## config.mk

```make
export PLATFORM = sky130hd
export DESIGN_NAME = source_line_normalizer
export DESIGN_NICKNAME = d
export VERILOG_FILES = /design/src/hdl/slnorm_pkg.sv /design/src/hdl/slnorm_front.sv /design/src/hdl/slnorm_fifo.sv /design/src/hdl/slnorm_back.sv /design/src/hdl/source_line_normalizer.sv
export VERILOG_INCLUDE_DIRS = /design/src /design/src/hdl
export SDC_FILE = /design/constraint.sdc
export NUM_CORES = 1
export LEC_CHECK = 0
export ABC_AREA = 0
export BUFFER_PORTS_ARGS = -buffer_cell sky130_fd_sc_hd__buf_2
export CORE_ASPECT_RATIO = 1.4
export CORE_MARGIN = 1
export CORE_UTILIZATION = 54
export DETAILED_ROUTE_END_ITERATION = 10
export PLACE_DENSITY = 0.76
export SLEW_MARGIN = 5
export SYNTH_ARGS = -nofsm -noshare
export SYNTH_HDL_FRONTEND = slang
export SYNTH_SLANG_ARGS = --single-unit
```

## constraint.sdc

```tcl
create_clock -name clk -period 2.65 [get_ports clk]
set_clock_uncertainty 0.1 [all_clocks]
set_input_delay 0.53 -clock clk [delete_from_list [all_inputs] [get_ports clk]]
set_output_delay 0.53 -clock clk [all_outputs]
set_load 0.05 [all_outputs]
```

## src/hdl/assert_macros.svh

```systemverilog
// Assertion macros shared by the source line normaliser RTL.
// Each macro expects clk and rst_n to be visible in the including module.
`ifndef ASSERT_MACROS_SVH
`define ASSERT_MACROS_SVH

// The condition must hold at every clock edge outside reset.
`define SLN_ASSERT(lbl, cond, msg) \
  lbl: assert property (@(posedge clk) disable iff (!rst_n) (cond)) else $error(msg);

// The consequent must hold in the same cycle as the antecedent.
`define SLN_ASSERT_IMP(lbl, ante, cons, msg) \
  lbl: assert property (@(posedge clk) disable iff (!rst_n) (ante) |-> (cons)) else $error(msg);

// The consequent must hold in the cycle after the antecedent.
`define SLN_ASSERT_NXT(lbl, ante, cons, msg) \
  lbl: assert property (@(posedge clk) disable iff (!rst_n) (ante) |=> (cons)) else $error(msg);

`endif

```

## src/hdl/slnorm_pkg.sv

```systemverilog
// Package for the source line normaliser: character codes, queue depth
// default and the command record passed from the front end to the back end.
package slnorm_pkg;

  localparam logic [7:0] CH_SPACE   = 8'h20;
  localparam logic [7:0] CH_SEMI    = 8'h3B;
  localparam logic [7:0] CH_SQUOTE  = 8'h27;
  localparam logic [7:0] CH_DQUOTE  = 8'h22;
  localparam logic [7:0] CH_LOWER_A = 8'h61;
  localparam logic [7:0] CH_LOWER_Z = 8'h7A;
  localparam logic [7:0] CASE_DIFF  = 8'h20;
  localparam logic [7:0] CH_NUL     = 8'h00;

  localparam int FIFO_DEPTH_DEF = 4;

  // One command produces one result, or two when a held space goes first.
  typedef struct packed {
    logic       sp;
    logic [7:0] ch;
    logic       line_end;
    logic       line_ok;
  } cmd_t;

endpackage

```

## src/hdl/slnorm_front.sv

```systemverilog
// Front end of the source line normaliser: takes source bytes, tracks the
// scan mode and issues commands. Depends on slnorm_pkg and assert_macros.svh.
`include "assert_macros.svh"

module slnorm_front (
  input  logic               clk,
  input  logic               rst_n,
  input  logic               in_valid,
  output logic               in_ready,
  input  logic [7:0]         in_ch,
  input  logic               in_end_line,
  output logic               push,
  output slnorm_pkg::cmd_t   push_cmd,
  input  logic               push_ready
);
  import slnorm_pkg::*;

  typedef enum logic [1:0] {
    MODE_LEAD,
    MODE_TEXT,
    MODE_QUOTE,
    MODE_COMMENT
  } mode_t;

  mode_t mode_r, mode_nxt;
  logic  qk_r, qk_nxt;
  logic  sp_pend_r, sp_pend_nxt;
  logic  has_res;
  logic  accept;
  logic [7:0] close_q;

  assign in_ready = push_ready;
  assign accept   = in_valid && in_ready;
  assign push     = accept && has_res;
  assign close_q  = qk_r ? CH_DQUOTE : CH_SQUOTE;

  always_comb begin
    mode_nxt    = mode_r;
    qk_nxt      = qk_r;
    sp_pend_nxt = sp_pend_r;
    has_res     = 1'b0;
    push_cmd    = '{sp: 1'b0, ch: in_ch, line_end: 1'b0, line_ok: 1'b0};
    if (in_end_line) begin
      has_res     = 1'b1;
      push_cmd    = '{sp: 1'b0, ch: CH_NUL, line_end: 1'b1,
                      line_ok: (mode_r != MODE_QUOTE)};
      mode_nxt    = MODE_LEAD;
      qk_nxt      = 1'b0;
      sp_pend_nxt = 1'b0;
    end else begin
      unique case (mode_r)
        MODE_QUOTE: begin
          has_res = 1'b1;
          if (in_ch == close_q) mode_nxt = MODE_TEXT;
        end
        MODE_COMMENT: begin
        end
        default: begin
          if (in_ch <= CH_SPACE) begin
            if (mode_r == MODE_TEXT) sp_pend_nxt = 1'b1;
          end else if (in_ch == CH_SEMI) begin
            mode_nxt    = MODE_COMMENT;
            sp_pend_nxt = 1'b0;
          end else begin
            has_res     = 1'b1;
            push_cmd.sp = sp_pend_r;
            sp_pend_nxt = 1'b0;
            if (in_ch == CH_SQUOTE || in_ch == CH_DQUOTE) begin
              qk_nxt   = (in_ch == CH_DQUOTE);
              mode_nxt = MODE_QUOTE;
            end else begin
              mode_nxt = MODE_TEXT;
              if (in_ch >= CH_LOWER_A && in_ch <= CH_LOWER_Z)
                push_cmd.ch = in_ch - CASE_DIFF;
            end
          end
        end
      endcase
    end
  end

  always_ff @(posedge clk) begin
    if (!rst_n) begin
      mode_r    <= MODE_LEAD;
      qk_r      <= 1'b0;
      sp_pend_r <= 1'b0;
    end else if (accept) begin
      mode_r    <= mode_nxt;
      qk_r      <= qk_nxt;
      sp_pend_r <= sp_pend_nxt;
    end
  end

  // Inside a comment only the end of the line may produce a command.
  `SLN_ASSERT_IMP(a_comment_silent, accept && mode_r == MODE_COMMENT && !in_end_line, !push, "command issued inside comment")
  // A held space can never be carried into a quoted string.
  `SLN_ASSERT_IMP(a_quote_no_space, mode_r == MODE_QUOTE, !sp_pend_r, "space held in quote mode")

endmodule

```

## src/hdl/slnorm_fifo.sv

```systemverilog
// Short command queue between the front and back ends of the source line
// normaliser. Depends on slnorm_pkg and assert_macros.svh.
`include "assert_macros.svh"

module slnorm_fifo #(
  parameter int DEPTH = slnorm_pkg::FIFO_DEPTH_DEF
) (
  input  logic               clk,
  input  logic               rst_n,
  input  logic               push,
  input  slnorm_pkg::cmd_t   push_cmd,
  output logic               push_ready,
  input  logic               pop,
  output slnorm_pkg::cmd_t   pop_cmd,
  output logic               pop_valid
);
  import slnorm_pkg::*;

  localparam int AW = (DEPTH > 1) ? $clog2(DEPTH) : 1;
  localparam int CW = $clog2(DEPTH + 1);

  cmd_t          mem_r [DEPTH];
  logic [AW-1:0] wr_ptr_r, wr_ptr_nxt;
  logic [AW-1:0] rd_ptr_r, rd_ptr_nxt;
  logic [CW-1:0] cnt_r, cnt_nxt;

  assign push_ready = (cnt_r != CW'(DEPTH));
  assign pop_valid  = (cnt_r != '0);
  assign pop_cmd    = mem_r[rd_ptr_r];

  always_comb begin
    wr_ptr_nxt = wr_ptr_r;
    rd_ptr_nxt = rd_ptr_r;
    cnt_nxt    = cnt_r;
    if (push) wr_ptr_nxt = (wr_ptr_r == AW'(DEPTH - 1)) ? '0 : wr_ptr_r + 1'b1;
    if (pop)  rd_ptr_nxt = (rd_ptr_r == AW'(DEPTH - 1)) ? '0 : rd_ptr_r + 1'b1;
    if (push && !pop) cnt_nxt = cnt_r + 1'b1;
    else if (pop && !push) cnt_nxt = cnt_r - 1'b1;
  end

  always_ff @(posedge clk) begin
    if (!rst_n) begin
      wr_ptr_r <= '0;
      rd_ptr_r <= '0;
      cnt_r    <= '0;
    end else begin
      wr_ptr_r <= wr_ptr_nxt;
      rd_ptr_r <= rd_ptr_nxt;
      cnt_r    <= cnt_nxt;
    end
  end

  always_ff @(posedge clk) begin
    if (push) mem_r[wr_ptr_r] <= push_cmd;
  end

  `SLN_ASSERT_IMP(a_no_overflow, push, push_ready, "push into full queue")
  `SLN_ASSERT_IMP(a_no_underflow, pop, pop_valid, "pop from empty queue")
  `SLN_ASSERT(a_cnt_range, cnt_r <= CW'(DEPTH), "queue count out of range")

endmodule

```

## src/hdl/slnorm_back.sv

```systemverilog
// Back end of the source line normaliser: expands queued commands into
// results through an output register. Depends on slnorm_pkg and assert_macros.svh.
`include "assert_macros.svh"

module slnorm_back (
  input  logic               clk,
  input  logic               rst_n,
  input  slnorm_pkg::cmd_t   pop_cmd,
  input  logic               pop_valid,
  output logic               pop,
  output logic               out_valid,
  input  logic               out_ready,
  output logic [7:0]         out_char,
  output logic               out_line_end,
  output logic               out_line_ok
);
  import slnorm_pkg::*;

  logic       out_valid_r;
  logic [7:0] out_char_r;
  logic       out_end_r;
  logic       out_ok_r;
  logic       pend_r;
  logic [7:0] pend_ch_r;
  logic       out_free;

  assign out_free     = !out_valid_r || out_ready;
  assign pop          = out_free && !pend_r && pop_valid;
  assign out_valid    = out_valid_r;
  assign out_char     = out_char_r;
  assign out_line_end = out_end_r;
  assign out_line_ok  = out_ok_r;

  // Control state: valid and the held-byte flag.
  always_ff @(posedge clk) begin
    if (!rst_n) begin
      out_valid_r <= 1'b0;
      pend_r      <= 1'b0;
    end else if (out_free) begin
      if (pend_r) begin
        out_valid_r <= 1'b1;
        pend_r      <= 1'b0;
      end else begin
        out_valid_r <= pop_valid;
        pend_r      <= pop_valid && pop_cmd.sp;
      end
    end
  end

  // Payload registers. When a space leads, the byte waits in pend_ch_r.
  always_ff @(posedge clk) begin
    if (out_free) begin
      if (pend_r) begin
        out_char_r <= pend_ch_r;
        out_end_r  <= 1'b0;
        out_ok_r   <= 1'b0;
      end else if (pop_valid) begin
        pend_ch_r  <= pop_cmd.ch;
        out_char_r <= pop_cmd.sp ? CH_SPACE : pop_cmd.ch;
        out_end_r  <= pop_cmd.sp ? 1'b0 : pop_cmd.line_end;
        out_ok_r   <= pop_cmd.sp ? 1'b0 : pop_cmd.line_ok;
      end
    end
  end

  `SLN_ASSERT_IMP(a_pend_has_out, pend_r, out_valid_r, "held byte without a result shown")
  `SLN_ASSERT_IMP(a_space_no_end, out_valid_r && pend_r, !out_end_r, "terminator before held byte")

endmodule

```

## src/hdl/source_line_normalizer.sv

```systemverilog
// Top level of the source line normaliser: front end, command queue and
// back end. Depends on slnorm_pkg, slnorm_front, slnorm_fifo and slnorm_back.
//
//   Channel | Handshake             | Fields
//   --------+-----------------------+-------------------------------------
//   in      | in_valid / in_ready   | in_ch, in_end_line
//   out     | out_valid / out_ready | out_char, out_line_end, out_line_ok
//
// One input request is taken per cycle while the command queue has room.
// Each result occupies the output register until it is taken, so a byte
// that follows a collapsed space yields two results, a space and then the
// byte; the queue of FIFO_DEPTH commands covers short bursts of these, and
// a longer run fills the queue and holds off the input. A result passes
// through the command queue and the output register before it is shown.
// Synchronous reset returns the scan to leading whitespace mode and empties
// the queue; stalls on either side hold state.
module source_line_normalizer #(
  parameter int FIFO_DEPTH = slnorm_pkg::FIFO_DEPTH_DEF
) (
  input  logic       clk,
  input  logic       rst_n,
  input  logic       in_valid,
  output logic       in_ready,
  input  logic [7:0] in_ch,
  input  logic       in_end_line,
  output logic       out_valid,
  input  logic       out_ready,
  output logic [7:0] out_char,
  output logic       out_line_end,
  output logic       out_line_ok
);
  import slnorm_pkg::*;

  logic push, push_ready, pop, pop_valid;
  cmd_t push_cmd, pop_cmd;

  slnorm_front u_front (
    .clk        (clk),
    .rst_n      (rst_n),
    .in_valid   (in_valid),
    .in_ready   (in_ready),
    .in_ch      (in_ch),
    .in_end_line(in_end_line),
    .push       (push),
    .push_cmd   (push_cmd),
    .push_ready (push_ready)
  );

  slnorm_fifo #(.DEPTH(FIFO_DEPTH)) u_fifo (
    .clk        (clk),
    .rst_n      (rst_n),
    .push       (push),
    .push_cmd   (push_cmd),
    .push_ready (push_ready),
    .pop        (pop),
    .pop_cmd    (pop_cmd),
    .pop_valid  (pop_valid)
  );

  slnorm_back u_back (
    .clk         (clk),
    .rst_n       (rst_n),
    .pop_cmd     (pop_cmd),
    .pop_valid   (pop_valid),
    .pop         (pop),
    .out_valid   (out_valid),
    .out_ready   (out_ready),
    .out_char    (out_char),
    .out_line_end(out_line_end),
    .out_line_ok (out_line_ok)
  );

endmodule
```

Word level (Yosys, flattened, before mapping)

Memories as Yosys holds them, arrays and structs flattened. A register that Yosys moved wholly into a read port is not among the register bits.
Index checks and enable logic that the tools add are counted.

Flip-flop bits (word level): 31
Bits in writable memories: 44
Bits of input ports: 13
Output and inout port bits: 12
Logic and storage cells: 108
Memories: 1

Memory list:

| memory       | words | bits a word | read ports | clocked after Yosys merged registers in | write ports | line              | source |
|---|---|---|---|---|---|---|---|
| u_fifo.mem_r | 4     | 11          | 1          | 1                                       | 1           | slnorm_fifo.sv:22 | `cmd_t mem_r [DEPTH];` |

Add/subtract/negate cells: 5
Magnitude comparators: 3
Eq/ne operators: 18
Mux-type cells: 44
Bitwise logic cells: 1
Reduce and logical (&&, ||, !) cells: 24

Operators by type and width:

| operator                                                                            | number |
|---|---|
| 8-bit two-way mux                                                                   | 5 |
| 9-bit two-way mux                                                                   | 4 |
| 8-bit by 6-bit equality test with 1-bit output, second input constant               | 3 |
| 1-bit two-way mux                                                                   | 20 |
| 2-bit two-way mux                                                                   | 10 |
| 3-bit two-way mux                                                                   | 3 |
| 3-bit != test, second input constant                                                | 3 |
| 2-bit equality test, second input constant                                          | 4 |
| 8-bit equality test                                                                 | 1 |
| 8-bit by 7-bit greater-or-equal comparator with 1-bit output, second input constant | 1 |
| 8-bit by 6-bit less-or-equal comparator with 1-bit output, second input constant    | 1 |
| 8-bit by 7-bit less-or-equal comparator with 1-bit output, second input constant    | 1 |
| 1-bit logical AND                                                                   | 8 |
| 2-bit != test, second input constant                                                | 4 |
| 8-bit by 6-bit subtractor with 8-bit output, second input constant                  | 1 |
| 3-bit AND reduction                                                                 | 2 |
| 2-bit nonzero test                                                                  | 3 |
| 5-bit AND reduction                                                                 | 1 |
| 2-bit by 1-bit adder with 2-bit output, second input constant                       | 2 |
| 1-bit zero test                                                                     | 4 |
| 2-bit case mux with 2 select lines                                                  | 1 |
| 4-bit AND reduction                                                                 | 1 |
| 3-bit by 1-bit adder with 3-bit output, second input constant                       | 1 |
| 3-bit by 2-bit != test with 1-bit output, second input constant                     | 1 |
| other kinds (9)                                                                     | 10 |

Longest topological paths before layout

Gate-level depths: netlist (run 1).

Depth in word-level cells: 10
Mapped depth: 11
Gate-level depth less buffers: 11

Modules after synthesis

From an unflattened synthesis (run 1), not the netlist that was laid out.

Cell total of the unflattened synthesis: 229
Area, all modules: 3439.5 sq um

By module, submodules not included:

| module       | instances | cells an instance | area each (sq um) | seq. area each (sq um) |
|---|---|---|---|---|
| slnorm_fifo  | 1         | 102               | 2048.2            | 1501.4 |
| slnorm_back  | 1         | 46                | 785.8             | 580.6 |
| slnorm_front | 1         | 81                | 605.6             | 80.1 |

Least setup slack after synthesis (run 1)

OpenSTA, ideal clock, no wires.

Path type: input-to-reg
From: input in_ch[6]
To: register u_fifo.cnt_r[2]
Setup time: 76 ps
Data arrival time: 2533 ps
Required time: 2474 ps
Setup slack: -58 ps
Stages on the path: 11
Path buffers: 0
Cells stage by stage: inv_1 > ha_1 > nand4_1 > nand3_4 > a21oi_4 > ha_1 > inv_1 > fa_1 > xor2_1 > or3_2 > a21boi_0

Word-level cells in the longest chain between the ends: 9
Elaborated cells on any way between the ends: 12
Classes of those cells: 1 x order compare; 1 x eq/ne; 5 x mux; 5 x reduce/logical

RTL lines:

| item                                                                                              | line                         | source |
|---|---|---|
| from (decl)                                                                                       | source_line_normalizer.sv:24 | `input logic [7:0] in_ch,` |
| branches (longest 2 deep; another with 8-bit by 6-bit less-or-equal comparator with 1-bit output) | --                           |  |
| 1-bit two-way mux *                                                                               | slnorm_front.sv:59           | `if (in_ch <= CH_SPACE) begin` |
| 1-bit case mux with 2 select lines *                                                              | slnorm_front.sv:51           | `unique case (mode_r)` |
| 1-bit two-way mux *                                                                               | slnorm_front.sv:43           | `if (in_end_line) begin` |
| 1-bit logical AND *                                                                               | slnorm_front.sv:34           | `assign push = accept && has_res;` |
| named net push                                                                                    | source_line_normalizer.sv:34 | `logic push, push_ready, pop, pop_valid;` |
| 1-bit zero test                                                                                   | slnorm_fifo.sv:38            | `else if (pop && !push) cnt_nxt = cnt_r - 1'b1;` |
| 1-bit logical AND                                                                                 | slnorm_fifo.sv:38            |  |
| 2-bit nonzero test (no line)                                                                      | --                           |  |
| to (signal assigned)                                                                              | slnorm_fifo.sv:49            | `cnt_r <= cnt_nxt;` |
| to (decl)                                                                                         | slnorm_fifo.sv:25            | `logic [CW-1:0] cnt_r, cnt_nxt;` |

Mark *: on every way through the listed nets, which the timed path passes.
A chain may end at the register's enable or synchronous reset.

Worst setup path in the final report (run 1)

Ends and elaborated chain as after synthesis.

==> results of run 1 <==
[worst min-delay path by stage]
| stage | depth (start not counted) | to | start | slack, ps |
|---|---|---|---|---|
| finish | 2 | u_fifo.wr_ptr_r[1] | u_fifo.wr_ptr_r[1] | 400 |
| global route | 2 | u_fifo.wr_ptr_r[1] | u_fifo.wr_ptr_r[1] | 430 |
| CTS | 2 | u_fifo.wr_ptr_r[1] | u_fifo.wr_ptr_r[1] | 400 |
| detailed placement | 2 | u_fifo.wr_ptr_r[1] | u_fifo.wr_ptr_r[1] | 390 |
| global placement | 2 | u_fifo.wr_ptr_r[1] | u_fifo.wr_ptr_r[1] | 390 |
| floorplan | 2 | u_fifo.wr_ptr_r[1] | u_fifo.wr_ptr_r[1] | 370 |
[state kept, by name, summed over array words and instances (netlist names), named ones only]
| signal | cells |
|---|---|
| u_back.pend_r | 1 |
| u_back.out_line_ok | 1 |
| u_back.out_valid | 1 |
| u_front.sp_pend_r | 1 |
| u_front.mode_r | 2 |
| u_front.qk_r | 1 |
| u_fifo.rd_ptr_r | 2 |
| u_back.out_char | 8 |
| u_fifo.cnt_r | 3 |
| u_back.out_line_end | 1 |
| u_fifo.wr_ptr_r | 2 |
| u_back.pend_ch_r | 8 |
| u_fifo.mem_r | 44 |
[per-layer routing]
layer  track usage (%)  routed length [um]  vias to the layer above
li1                  -                   -                      987
met1              20.3                2340                      955
met2              34.5                2990                       55
met3              3.98                 199                       13
met4              10.4                 140                        0
met5                 0                   0                        -
[worst max-delay path, delay by kind of cell]
family | cells | cell delay, ps
buf+inv | 3 | 190
xor+xnor | 1 | 150
simple gates | 3 | 660
fa+ha+maj | 3 | 710
compound gates | 2 | 300
[synth_stat cells, types with 3 or more instances]
cell type  number
edfxtp_1       62
mux2i_1         5
mux4_2         10
ha_1            8
dfxtp_1        15
and2_1          6
clkbuf_1        4
nor3b_1         4
nor2b_1        12
nor3_1          3
a21oi_1         9
nor2_1          8
o21ai_0        11
inv_1           8
nand2_1        26
[logic make-up after synthesis]
family | after synthesis | share of synthesized area (%)
xor+xnor | 2 | 0.513
buf+inv | 14 | 1.69
fa+ha+maj | 9 | 3.52
flops | 77 | 63.4
compound gates | 38 | 7.99
simple gates | 79 | 14.5
mux | 16 | 8.40
[layout make-up]
type                       count  share of cell area (%)
sequential                    77                    55.3
inverter                       8                   0.768
clock inverter                 6                   0.800
clock buffer                   9                    3.17
multi-input combinational    144                    30.6
timing repair buffer          45                    7.10
tap                           70                    2.24
[metrics by stage]
stage               hold slack [ps]  total power [uW]  setup TNS [ps]  cells
floorplan                       368              2910               0    235
global placement                387              3230               0    344
detailed placement              392              3280           -71.3    344
CTS                             402              3990               0    359
global route                    428              4170               0    359
finish                          398              3940               0    359
[power by group through the flow]
stage / logic [uW] / clock network [uW] / registers (uW)
finish: 1410 / 704 / 1830
global route: 1540 / 777 / 1850
CTS: 1430 / 723 / 1830
detailed placement: 1430 / 0 / 1860
global placement: 1390 / 0 / 1840
floorplan: 788 / 0 / 2120
==> flow_summary.json, run 1 <==
{
  "outcome": "completed",
  "die_x_um": 69.2,
  "fin_util_pct": 65.3,
  "dieHeight_um": 96.1,
  "drive_gt1_share_pct": 29.4,
  "cp-startpoint": "in_ch[6]",
  "reg2reg_depth": 9,
  "clk_pin_slew_worst_paths_ps": 70,
  "routedWlPerCell_um": 15.8,
  "holdCritPathClass": "register to register",
  "cpMostUsedCell": "inv_1",
  "hold_viol": 0,
  "vias": 2010,
  "viasPerCell": 5.60,
  "setup_viol": 0,
  "layout_common_cells": "edfxtp_1, nand2_1, buf_2",
  "ys_top_cells_by_area": "edfxtp_1, dfxtp_1, mux4_2",
  "worstSetupPathType": "input port to register",
  "synth_area_sq_um": 3410,
  "syn_inst": 235,
  "grt_max_degree": 21,
  "numCtsBuffers": 9,
  "p_int_uw": 2550,
  "synthDominantCellAreaShare_pct": 54.6,
  "synth_nets": 257,
  "synth-main-ff-cell": "edfxtp_1",
  "grt_overflow": 0,
  "cap_violations": 0,
  "cp-end-kind": "register",
  "ff_latch_area_sq_um": 2160,
  "drc_errors": 0,
  "tightest_slew_ps": 581,
  "combPwrFrac_pct": 35.8,
  "start_util_pct": 57.0,
  "required_ps": 2810,
  "routed_wirelength_um": 5660,
  "synth-edff-count": 62,
  "ioPinCount": 25,
  "syn_to_final_growth_pct": 14.6,
  "maxSlewViolCount": 0,
  "crit_chain": "buf_2 -> inv_1 -> ha_1 -> nand4_1 -> nand3_4 -> a21oi_4 -> ha_2 -> inv_1 -> fa_2 -> xor2_1 -> or3_2 -> a21boi_1",
  "drtAntennaViolNets": 0,
  "cts_sinks": 77,
  "multi_input_area_sq_um": 1200,
  "setup_slack_ps": 265,
  "portBuffers": 24,
  "hpwlAfterDp_um": 4110,
  "critical_path.max_stage_delay_ps": 400,
  "finalInstanceArea_sq_um": 3910,
  "sw_frac_of_total_pct": 35.4,
  "grt_pass1_wl_um": 9340,
  "slew_headroom_pct": 61.2,
  "drt_first_pass_iters": 6,
  "worstPathArrival_ps": 2550,
  "grt_pass1_vias": 1989,
  "layout_commonest_cell": "edfxtp_1",
  "track_usage_pct": 18.8,
  "leakagePower_uw": 0.00144,
  "r2r_start": "u_front.mode_r[1]",
  "synth_top_area_cell": "edfxtp_1",
  "layout.nets": 307,
  "synth.avg_cell_area_sq_um": 14.5,
  "rsz0062_at_grt": "false",
  "dieArea_sq_um": 6640,
  "cp_slowest_cell": "or3_2",
  "ys_async_sr_fraction_pct": 0,
  "drtIter0Drc": 66,
  "dp_slack_ps": -71.3,
  "yosys_warnings": 0,
  "fillers": 428,
  "max_freq_ghz": 0.419,
  "postCtsHoldBufs": 0,
  "clkLatencyLatePin_ps": 330,
  "placed_cell_area_sq_um": 3750,
  "rrSetupSlack_ps": 280,
  "place.gp.congestion": 0.775,
  "fin_crit_sh_pct": 90.0,
  "ys_seq_area_share_pct": 63.4,
  "reg2reg_to": "u_fifo.cnt_r[2]",
  "cts_tree": "yes",
  "cts_buffer_depth": 2,
  "postCtsSetupRepairBufs": 0,
  "critPathLaunchType": "input port",
  "htree_levels": 3,
  "antenna_cells": 0,
  "p_sw_uw": 1390,
  "power_density_nw_per_um2": 1010,
  "fin_crit_ps": 2390,
  "power_frac_seq_pct": 46.3,
  "root_buffer": "clkbuf_8",
  "core-area_sq_um": 5990,
  "ys_ff_latch": 77,
  "cts_resized": 0,
  "power_frac_clock_pct": 17.8,
  "endpoint": "u_fifo.cnt_r[2]",
  "core.rowCount": 33,
  "max-vdd-ir-drop_mv": 0.429,
  "critPathMaxFanout": 3,
  "ys_types": 53,
  "antenna_found_initial": 0
}
(Power assumes the default switching activity.)
==> run 2: changes to the inputs <==
--- a/config.mk
+++ b/config.mk
@@ -13,6 +13,7 @@
 export CORE_UTILIZATION = 54
 export DETAILED_ROUTE_END_ITERATION = 10
 export PLACE_DENSITY = 0.76
+export SETUP_SLACK_MARGIN = 0.3
 export SLEW_MARGIN = 5
 export SYNTH_ARGS = -nofsm -noshare
 export SYNTH_HDL_FRONTEND = slang
==> flow_summary.json, run 2 (synthesis results as in run 1) <==
{
  "cts_buffer_depth": 2,
  "largest-register": "u_fifo.mem_r",
  "critical_path.max_stage_delay_ps": 340,
  "cpMostUsedCell": "ha_4",
  "cp_num_buf_inv": 3,
  "layout_commonest_cell": "edfxtp_1",
  "max-vdd-ir-drop_mv": 0.413,
  "drc_errors": 0,
  "fillers": 429,
  "dieHeight_um": 96.1,
  "combPwrFrac_pct": 34.1,
  "fin_cells": 353,
  "drtIter0Drc": 75,
  "critPathLaunchType": "input port",
  "slew_headroom_pct": 61.6,
  "grt_pass1_vias": 1998,
  "cts_sinks": 77,
  "root_buffer": "clkbuf_8",
  "crit_chain": "buf_2 -> inv_4 -> ha_4 -> nand4_1 -> nand3_4 -> a21oi_4 -> ha_4 -> inv_2 -> fa_2 -> xor2_1 -> or3_4 -> a21boi_1",
  "track_usage_pct": 18.8,
  "fin_crit_ps": 2250,
  "rsz0062_at_grt": "false",
  "core-area_sq_um": 5990,
  "power_density_nw_per_um2": 1050,
  "finalPower_uw": 4170,
  "cp-end-kind": "register",
  "fin_util_pct": 66.2,
  "numCtsBuffers": 9,
  "die_x_um": 69.2,
  "hold_viol": 0,
  "worstSetupPathType": "input port to register",
  "worstPathArrival_ps": 2440,
  "drive_gt1_share_pct": 32.2,
  "largest_reg_flops": 44,
  "critPathMaxFanout": 4,
  "cp_slowest_cell": "fa_2",
  "fin_crit_sh_pct": 85.1,
  "dieArea_sq_um": 6640,
  "postCtsHoldBufs": 0,
  "layout_common_cells": "edfxtp_1, nand2_1, buf_2",
  "max_freq_ghz": 0.444,
  "setup_viol": 0,
  "hpwlAfterDp_um": 4020,
  "clkLatencyLatePin_ps": 340,
  "antenna_cells": 0,
  "multi_input_area_sq_um": 1250,
  "place_inst": 337,
  "ioPinCount": 25,
  "outcome": "completed",
  "sw_frac_of_total_pct": 35.2,
  "holdCritPathClass": "register to register",
  "p_int_uw": 2700,
  "tightest_slew_ps": 575,
  "leakagePower_uw": 0.00143,
  "viasPerCell": 5.63,
  "drt_first_pass_iters": 5,
  "antenna_found_initial": 0,
  "grt_max_degree": 21,
  "routed_wirelength_um": 5550,
  "grt_overflow": 0,
  "portBuffers": 24,
  "cap_violations": 0,
  "drtAntennaViolNets": 0,
  "power_frac_clock_pct": 21.4,
  "start_util_pct": 57.0,
  "setup_tns_ps": 0,
  "routedWlPerCell_um": 15.7,
  "core.rowCount": 33,
  "p_sw_uw": 1470,
  "postCtsSetupRepairBufs": 0,
  "vias": 1989,
  "htree_levels": 3,
  "syn_to_final_growth_pct": 16.2,
  "layout.nets": 300,
  "grt_pass1_wl_um": 9260,
  "clk_pin_slew_worst_paths_ps": 90,
  "ff_latch_area_sq_um": 2170,
  "critical_path.top_delay_family": "adder cells",
  "maxSlewViolCount": 0,
  "required_ps": 2830,
  "place.gp.congestion": 0.827,
  "cts_tree": "yes",
  "power_frac_seq_pct": 44.4
}
[run 2: repair_timing]
item	in CTS	in global routing
setup endpoints to repair	0	1
gates resized for setup	0	5
endpoints found under the hold margin	0	0
[run 2: routing by layer]
| layer | global-route usage [%] | wire [um] | vias to the layer above |
|---|---|---|---|
| li1 | - | - | 971 |
| met1 | 19.3 | 2250 | 958 |
| met2 | 34.0 | 3040 | 50 |
| met3 | 5.34 | 165 | 10 |
| met4 | 11.4 | 94 | 0 |
| met5 | 0 | 0 | - |
[run 2: worst register-to-register path, stage by stage (launching register included)]
cell      delay [ps]
dfxtp_1          380
or3b_4           300
nand2_8           80
a21oi_4          180
ha_4             160
inv_2             40
fa_2             340
xor2_1           170
or3_4            320
a21boi_1         110
[run 2: per-stage QoR]
stage          area (sq um)  hold slack (ps)  setup WS, ps
2_1_floorplan          3460              368           186
3_3_place_gp           3750              387          98.3
3_5_place_dp           3750              388          35.7
4_1_cts                3950              401           353
5_1_grt                3970              424           310
6_report               3970              398           396
[run 2: cell type report]
type / count / area share, %
clock buffers: 9 / 3.12
clock inverters: 7 / 2.08
inverters: 8 / 0.820
multi-input cells: 144 / 31.4
flip-flops and latches: 77 / 54.7
well taps: 70 / 2.21
repair buffers: 38 / 5.68
[run 2: worst paths after layout]
check / from / end / slack [ps] / cells past startpoint
worst max register to register: u_fifo.cnt_r[2] / u_fifo.cnt_r[2] / 410 / 9
worst min-delay path: u_fifo.wr_ptr_r[1] / u_fifo.wr_ptr_r[1] / 400 / 2
worst min register to register: u_fifo.wr_ptr_r[1] / u_fifo.wr_ptr_r[1] / 400 / 2
worst max-delay path: in_ch[6] / u_fifo.cnt_r[2] / 400 / 12
[run 2: power by group through the flow]
stage | Combinational [uW] | Clock, uW | Sequential [uW]
floorplan | 831 | 0 | 2120
global placement | 1410 | 0 | 1860
detailed placement | 1440 | 0 | 1880
CTS | 1440 | 914 | 1850
global route | 1560 | 971 | 1880
finish | 1420 | 893 | 1850
==> run 3: changes to the inputs <==
--- a/config.mk
+++ b/config.mk
@@ -6,13 +6,12 @@
 export SDC_FILE = /design/constraint.sdc
 export NUM_CORES = 1
 export LEC_CHECK = 0
-export ABC_AREA = 0
 export BUFFER_PORTS_ARGS = -buffer_cell sky130_fd_sc_hd__buf_2
 export CORE_ASPECT_RATIO = 1.4
 export CORE_MARGIN = 1
 export CORE_UTILIZATION = 54
 export DETAILED_ROUTE_END_ITERATION = 10
-export PLACE_DENSITY = 0.76
+export PLACE_DENSITY = 0.77
 export SETUP_SLACK_MARGIN = 0.3
 export SLEW_MARGIN = 5
 export SYNTH_ARGS = -nofsm -noshare
==> flow_summary.json, run 3 (synthesis results as in run 1) <==
{
  "outcome": "completed",
  "critPathLaunchType": "input port",
  "grt_pass1_vias": 2076,
  "dieArea_sq_um": 6640,
  "grt_pass1_wl_um": 9770,
  "antenna_found_initial": 0,
  "grt_use_met1_pct": 21.3,
  "cts_buffer_depth": 2,
  "drt_first_pass_iters": 4,
  "layout_common_cells": "edfxtp_1, nand2_1, buf_2",
  "setup_viol": 0,
  "max-vdd-ir-drop_mv": 0.465,
  "cap_violations": 0,
  "antenna_cells": 0,
  "cts_sinks": 77,
  "slew_headroom_pct": 62.3,
  "core-area_sq_um": 5990,
  "cp-end-kind": "register",
  "routedWlPerCell_um": 16.4,
  "tightest_slew_ps": 565,
  "ioPinCount": 25,
  "root_buffer": "clkbuf_8",
  "fin_crit_sh_pct": 84.4,
  "largest_reg_flops": 44,
  "start_util_pct": 57.0,
  "fin_crit_ps": 2240,
  "clk_pin_slew_worst_paths_ps": 80,
  "setup_tns_ps": 0,
  "fin_util_pct": 66.3,
  "grt_overflow": 0,
  "drc_errors": 0,
  "hold_viol": 0,
  "layout_commonest_cell": "edfxtp_1",
  "setup_slack_ps": 412,
  "worstPathArrival_ps": 2420,
  "core.rowCount": 33,
  "cts_tree": "yes",
  "max_freq_ghz": 0.447,
  "grtUsageMet2_pct": 35.6,
  "track_usage_pct": 19.8,
  "clkLatencyLatePin_ps": 350,
  "critPathMaxFanout": 4,
  "place.gp.congestion": 0.823,
  "dieHeight_um": 96.1,
  "worstSetupPathType": "input port to register",
  "drtIter0Drc": 117,
  "rsz0062_at_grt": "false",
  "drive_gt1_share_pct": 31.9,
  "portBuffers": 24,
  "htree_levels": 3,
  "grt_max_degree": 21,
  "leakagePower_uw": 0.00144,
  "power_density_nw_per_um2": 1070,
  "numCtsBuffers": 9,
  "top_usage_layer": "met2",
  "routed_wirelength_um": 5780,
  "holdCritPathClass": "register to register",
  "layout.nets": 300,
  "maxSlewViolCount": 0,
  "dp_slack_ps": 48.2,
  "vias": 1985,
  "hpwlAfterDp_um": 4120,
  "drtAntennaViolNets": 0,
  "viasPerCell": 5.64,
  "postCtsSetupRepairBufs": 0,
  "die_x_um": 69.2,
  "use_met3_pct": 3.98,
  "largest-register": "u_fifo.mem_r",
  "required_ps": 2830,
  "syn_to_final_growth_pct": 16.4
}
-- run 3: cell types whose count changed in the layout (fill, tap and decap cells not counted), sizes merged --
| cell | previous run | this run |
|---|---|---|
| bufinv | 1 | 2 |
| inv | 11 | 9 |
| clkinvlp | 2 | 0 |
| clkinv | 1 | 3 |
-- run 3: final cells by class --
| class | instances | area, sq um |
|---|---|---|
| Clock buffer | 9 | 124 |
| Clock inverter | 6 | 87.6 |
| Fill cell | 430 | 2020 |
| Inverter | 8 | 32.5 |
| Multi-Input combinational cell | 144 | 1250 |
| Sequential cell | 77 | 2170 |
| Tap cell | 70 | 87.6 |
| Timing Repair Buffer | 38 | 225 |
-- run 3: critical path, stage by stage --
cell and delay (ps):
buf_2 120, inv_4 50, ha_4 150, nand4_1 130, nand3_4 100, a21oi_4 180
ha_4 160, inv_2 40, fa_2 350, xor2_1 170, or3_4 320, a21boi_1 120
-- run 3: power by group --
group	switching, uW	internal (uW)
Clock	421	527
Sequential	162	1690
Combinational	877	561
Total	1460	2780
-- run 3: per-stage QoR --
step           hold WS [ps]  total power (uW)  area [sq um]  instances
6_report                399              4240          3970        352
5_1_grt                 429              4470          3970        352
4_1_cts                 409              4270          3960        352
3_5_place_dp            398              3320          3750        337
3_3_place_gp            387              3270          3750        337
2_1_floorplan           368              2950          3460        235
-- run 3: path summary, 6_finish.rpt --
| kind | from | end | slack [ps] | cells past startpoint |
|---|---|---|---|---|
| worst max-delay path | in_ch[6] | u_fifo.cnt_r[2] | 410 | 12 |
| worst min-delay path | u_fifo.wr_ptr_r[1] | u_fifo.wr_ptr_r[1] | 400 | 2 |
| worst max register to register | u_fifo.cnt_r[2] | u_fifo.cnt_r[2] | 440 | 9 |
| worst min register to register | u_fifo.wr_ptr_r[1] | u_fifo.wr_ptr_r[1] | 400 | 2 |
-- run 3: timing repair --
item / in CTS / in global routing
hold buffers: 0 / 0
resized for setup: 0 / 5
endpoints found under the setup margin: 0 / 1
hold endpoints to repair: 0 / 0
-- run 3: metal layers --
| layer | up-vias | wire [um] |
|---|---|---|
| met1 | 965 | 2420 |
| met2 | 45 | 3080 |
| li1 | 969 | - |
| met4 | 0 | 78 |
| met3 | 6 | 209 |
| met5 | - | 0 |
